$ cat config.mk
export PLATFORM = sky130hd
export DESIGN_NAME = sjd_ctrl
export DESIGN_NICKNAME = d
export VERILOG_FILES = /design/src/rtl/core/sjd_pkg.sv /design/src/rtl/core/sjd_ctrl.sv
export SDC_FILE = /design/constraint.sdc
export NUM_CORES = 1
export LEC_CHECK = 0
export BUFFER_PORTS_ARGS = -buffer_cell sky130_fd_sc_hd__buf_2
export CAP_MARGIN = 20
export CORE_AREA = 2 2 39 41
export DETAILED_ROUTE_END_ITERATION = 16
export DIE_AREA = 0 0 41 43
export GPL_ROUTABILITY_DRIVEN = 0
export HOLD_SLACK_MARGIN = 0.12
export RECOVER_POWER = 25
export SYNTH_ARGS = -nofsm -noshare
export SYNTH_HDL_FRONTEND = slang
export SYNTH_SLANG_ARGS = --single-unit
$ cat constraint.sdc
create_clock -name clk_i -period 2 [get_ports clk_i]
set_clock_uncertainty 0.1 [all_clocks]
set_input_delay 0.1 -clock clk_i [delete_from_list [all_inputs] [get_ports clk_i]]
set_output_delay 0.1 -clock clk_i [all_outputs]
set_load 0.02 [all_outputs]
$ cat src/rtl/core/sjd_pkg.sv
// ----------------------------------------------------------------------------
// Split-join distance package
// Controller states, command and status bundles, fixed field widths.
// ----------------------------------------------------------------------------
package sjd_pkg;

  // width of the incoming label fields
  localparam int unsigned LABEL_W = 6;
  // number of distinct raw label codes
  localparam int unsigned LABEL_CODES = 1 << LABEL_W;
  // width of counts, sums and distances
  localparam int unsigned CNT_W = 16;

  typedef enum logic [2:0] {
    ST_CLEAR,
    ST_IDLE,
    ST_UPDATE,
    ST_EMIT
  } sjd_state_e;

  // controller to datapath
  typedef struct packed {
    logic load;       // input beat taken: capture labels and last
    logic ovf_set;    // beat taken while the count is full
    logic update;     // read-modify-write of the tables
    logic sweep;      // clearing pass: write zero, advance sweep address
    logic clr_scalar; // result taken: clear sums, count and flag
  } sjd_cmd_t;

  // datapath to controller
  typedef struct packed {
    logic full;       // item count at its limit
    logic last;       // captured last marker
    logic sweep_done; // sweep address at its final entry
  } sjd_sts_t;

endpackage

$ cat src/rtl/core/sjd_ctrl.sv
// ----------------------------------------------------------------------------
// Split-join distance controller
// Sequences clearing sweep, beat acceptance, table update and result beat.
// ----------------------------------------------------------------------------
module sjd_ctrl
  import sjd_pkg::*;
(
  input  logic     clk_i,
  input  logic     rst_ni,
  input  logic     in_valid_i,
  output logic     in_ready_o,
  input  logic     last_i,
  output logic     out_valid_o,
  input  logic     out_ready_i,
  input  sjd_sts_t sts_i,
  output sjd_cmd_t cmd_o
);

  sjd_state_e state_q, state_d;
  logic       in_fire;

  assign in_fire = in_valid_i & (state_q == ST_IDLE);

  // next state
  always_comb begin
    state_d = state_q;
    unique case (state_q)
      ST_CLEAR: begin
        if (sts_i.sweep_done) begin
          state_d = ST_IDLE;
        end
      end
      ST_IDLE: begin
        if (in_valid_i) begin
          if (!sts_i.full) begin
            state_d = ST_UPDATE;
          end else if (last_i) begin
            state_d = ST_EMIT;
          end
        end
      end
      ST_UPDATE: begin
        state_d = sts_i.last ? ST_EMIT : ST_IDLE;
      end
      ST_EMIT: begin
        if (out_ready_i) begin
          state_d = ST_CLEAR;
        end
      end
      default: state_d = ST_CLEAR;
    endcase
  end

  always_ff @(posedge clk_i or negedge rst_ni) begin
    if (!rst_ni) begin
      state_q <= ST_CLEAR;
    end else begin
      state_q <= state_d;
    end
  end

  // outputs
  always_comb begin
    in_ready_o       = 1'b0;
    out_valid_o      = 1'b0;
    cmd_o            = '0;
    unique case (state_q)
      ST_CLEAR: begin
        cmd_o.sweep = 1'b1;
      end
      ST_IDLE: begin
        in_ready_o    = 1'b1;
        cmd_o.load    = in_fire;
        cmd_o.ovf_set = in_fire & sts_i.full;
      end
      ST_UPDATE: begin
        cmd_o.update = 1'b1;
      end
      ST_EMIT: begin
        out_valid_o      = 1'b1;
        cmd_o.clr_scalar = out_ready_i;
      end
      default: begin
        cmd_o = '0;
      end
    endcase
  end

endmodule

### Word level (Yosys, flattened, before mapping)

Cells that the tools add are included.
W data, S select, Z words.

| storage, ports and cells | value |
|---|---|
| register bits after elaboration | 3 |
| logic and storage cells | 25 |

| cells by class | value |
|---|---|
| equal/unequal tests | 7 |
| muxes and demuxes | 13 |
| bitwise gates (word level) | 2 |
| reduce and logical (&&, ||, !) cells | 2 |

Operator list:

| cell | count |
|---|---|
| $mux W3 | 5 |
| $pmux W3 S4 | 1 |
| $eq A3 B2 Y1 const B | 2 |
| $ne A2 B2 Y1 const B | 3 |
| $mux W1 | 5 |
| $mux W2 | 2 |
| $reduce_and A4 Y1 | 1 |
| $eq A3 B1 Y1 const B | 1 |
| $logic_not A3 Y1 | 1 |
| $ne A3 B3 Y1 const B | 1 |
| $and A1 B1 Y1 | 2 |

### Depth between registers and ports, before layout

| depth | value |
|---|---|
| depth in word-level cells | 4 |
| depth in mapped cells | 3 |
| depth with buffers taken out | 3 |

### Least setup slack after synthesis

No wires, ideal clock.

| path | value |
|---|---|
| path type | reg-to-output |
| from | register state_q[1] |
| to | output port cmd_o[3] (netlist bit) |
| path buffers | 0 |
| arrival | 0.940 ns |
| path slack | 0.860 ns |
| stages on the path, launching flop included | 3 |
| path through | dfrtp_1 > and2b_4 > and3_1 |

RTL lines:

| element | RTL line | text |
|---|---|---|
| start, declared | sjd_ctrl.sv:19 | `sjd_state_e state_q, state_d;` |
| start signal, assigned | sjd_ctrl.sv:58 | `state_q <= state_d;` |
| end, declared | sjd_ctrl.sv:16 | `output sjd_cmd_t cmd_o` |

### Worst setup path in the final report

| path | value |
|---|---|
| from | input port sts_i[1] (netlist bit) |
| to | register state_q[1] |

| between the ends | value |
|---|---|
| cells in the longest elaborated chain, start to end | 2 |

RTL lines:

| element | RTL line | text |
|---|---|---|
| start, declared | sjd_ctrl.sv:15 | `input sjd_sts_t sts_i,` |
| $mux W2 | sjd_ctrl.sv:43 | `state_d = sts_i.last ? ST_EMIT : ST_IDLE;` |
| $pmux W3 S4 | sjd_ctrl.sv:27 | `unique case (state_q)` |

No other way between the ends.
A chain may end at the register's enable or synchronous reset.

==> flow_metrics.tcl <==
set metrics [dict create \
    cts_tree "yes" \
    ctsRootBufferMaster "clkbuf_4" \
    path_class "primary input to flip-flop" \
    fin_util_pct 21.8 \
    grt_usage_pct 5.21 \
    route.met2.wl_microns 267 \
    worstSkewPairLatency_ns 0.22 \
    dieArea_sq_um 1760 \
    outcome "completed" \
    worstReg2RegEnd "state_q[1]" \
    ys_top_cells_by_area "dfrtp_1, nor2_1, and2b_4" \
    multi_input_area_sq_um 85.1 \
    routed.top_layer "met3" \
    drv_cap 0 \
    area_delta_synth_final_pct 117 \
    drt-met1-wl_microns 142 \
    cts_setup_buffers 0 \
    ys_seq_elements 2 \
    core.rowCount 14 \
    fin_nets 50 \
    synth-simple-area-share_pct 43.2 \
    setup_tns_ns 0 \
    synth-xor-area-share_pct 0 \
    relSlewSlack_pct 84.4 \
    antenna_found_initial 0 \
    routed-via-count 207 \
    tightestPinTransition_ns 0.234 \
    wl_per_cell_microns 8.02 \
    ant_nets 0 \
    seq_area_sq_um 50.0 \
    grt_max_degree 9 \
    setup_ws_ns 0.478 \
    synth.avg_cell_area_sq_um 7.72 \
    io_pins 15 \
    ys_warn_count 0 \
    setup_violations 0 \
    arrival_ns 1.53 \
    synth_cell_types 14 \
    max_freq_ghz 0.657 \
    finalHoldViolCount 0 \
    die_h_microns 43 \
    place_worst_setup_slack_ns 0.836 \
    yosysTopAreaCellShare_pct 36.0 \
    syn-num-nets 26 \
    fin_crit_sh_pct 76.1 \
    grt_pass1_vias 195 \
    diodes 0 \
    critPathMaxFanout 1 \
    cp_data_required_time_ns 2.01 \
    post-route-cell-area_sq_um 302 \
    muxShareOfSynthArea_pct 0 \
    dpl.hpwl_microns 334 \
    synth-adder-area-share_pct 0 \
    initial_core_util_pct 10.0 \
    place_area_sq_um 229 \
    p_per_area_nw_per_um2 1480 \
    crit_path_start_kind "primary input" \
    netlist_area_sq_um 139 \
    r2r_setup_slack_ns 0.52 \
    seq_area_frac_synth_pct 36.0 \
    via_per_inst 3.70 \
    cts_buffer_depth 2 \
    grt_pass1_wl_microns 586 \
    htreeDepth 1 \
    synth_compound_area_share_pct 18.0 \
    largest_reg_flops 2 \
    r2r_cells 4 \
    endpoint_kind "flip-flop" \
    die_x_microns 41 \
    p_leak_nw 0.163 \
    cts.sinks 2 \
    layout-drive-gt1-share_pct 50.0 \
    synth_top_area_cell "dfrtp_1" \
    netlist_instances 18 \
    drt-total-wl_microns 449 \
    grt_overflow 0 \
    drc 0 \
    whs_path_depth 4 \
    io_buffers 14 \
    top_register "state_q" \
    fillers 158 \
    rsz0062_at_grt "no" \
    layout_min_cycle_time_ns 1.52 \
    routed-wl-met3_microns 38 \
    clkTransAtPathRegs_ns 0.03 \
    design.core.area_sq_um 1380 \
    r2r-start "state_q[0]" \
    synth_top_family_by_area "simple AND/OR/NAND/NOR gates" \
    cts-buffers-inserted 3 \
    firstDrtPassIters 6 \
    hold_path_class "primary input to flip-flop" \
    holdPathEnd "state_q[1]" \
    drt_first_iter_violations 4 \
    ir_worst_vdd_uv 246 \
    final_max_slew_viol_count 0 \
    hold_start "sts_i[2]" \
    reg.largest.list "state_q (2)" \
]
layout by cell type, fill, tap and decap left out:
| cell | instances |
|---|---|
| a21oi_1 | 1 |
| and2_1 | 1 |
| and2_2 | 1 |
| and2b_4 | 1 |
| and3_1 | 1 |
| buf_2 | 14 |
| clkbuf_4 | 3 |
| dfrtp_1 | 2 |
| dlygate4sd3_1 | 5 |
| inv_1 | 1 |
| nand2_1 | 2 |
| nand2b_1 | 1 |
| nand3_1 | 1 |
| nor2_1 | 3 |
| o21ai_0 | 1 |
| o21ai_2 | 1 |
| o22ai_1 | 1 |
routing by layer:
layer  up-vias  global-route usage (%)
met3         0                   0.524
li1        106                       -
met2         8                    10.3
met4         0                    6.00
met1        93                    2.87
met5         -                       0
power by group:
group	switching (W)	internal [W]	total, W	leakage (nW)
Clock	0.0000206	0.0000660	0.0000866	0.0138
Sequential	0.0000292	0.0000615	0.0000907	0.0230
Combinational	0.000150	0.000118	0.000268	0.126
worst max-delay path, stage by stage:
cell and delay, ns:
dlygate4sd3_1 0.54, buf_2 0.12, o21ai_0 0.13, dlygate4sd3_1 0.58, o21ai_2 0.05
per-stage QoR:
step | hold WS [ns] | power [W] | std cells
final | 0.118 | 0.000445 | 56
after global routing | 0.147 | 0.000484 | 56
after CTS | 0.120 | 0.000452 | 56
after detailed placement | -0.212 | 0.000345 | 48
after global placement | -0.213 | 0.000344 | 48
after floorplan | -0.296 | 0.000264 | 18
Yosys cell counts:
cell type and instances:
and2b_4 1, dfrtp_1 2, and2_2 1, o22ai_1 1, and3_1 1, nor2_1 3
nand2_1 2, nand3_1 1, o21ai_0 1, o21ai_2 1, inv_1 1, and2_1 1
a21oi_1 1, nand2b_1 1
worst max-delay path by stage:
| stage | from | endpoint | slack [ns] |
|---|---|---|---|
| after floorplan | state_q[1] | cmd_o[3] | 0.86 |
| after global placement | state_q[0] | cmd_o[3] | 0.85 |
| after detailed placement | state_q[0] | cmd_o[3] | 0.84 |
| after CTS | state_q[0] | state_q[1] | 0.53 |
| after global routing | sts_i[1] | state_q[1] | 0.44 |
| final | sts_i[1] | state_q[1] | 0.48 |
logic make-up after synthesis:
family | after synthesis
DFF | 2
and+or+nand+nor | 11
AOI/OAI and AO/OA | 4
buffers and inverters | 1
layout make-up:
type | instances | area share, %
sequential | 2 | 16.6
multi-input combinational | 15 | 28.2
inverter | 1 | 1.24
tap | 16 | 6.64
clock buffer | 3 | 7.47
timing repair buffer | 19 | 39.8
repair_timing:
action,in CTS,in global routing
hold buffers,5,0
hold endpoints to repair,3,0
resized for setup,0,0
No activity file was read; power rests on OpenSTA's default activity.
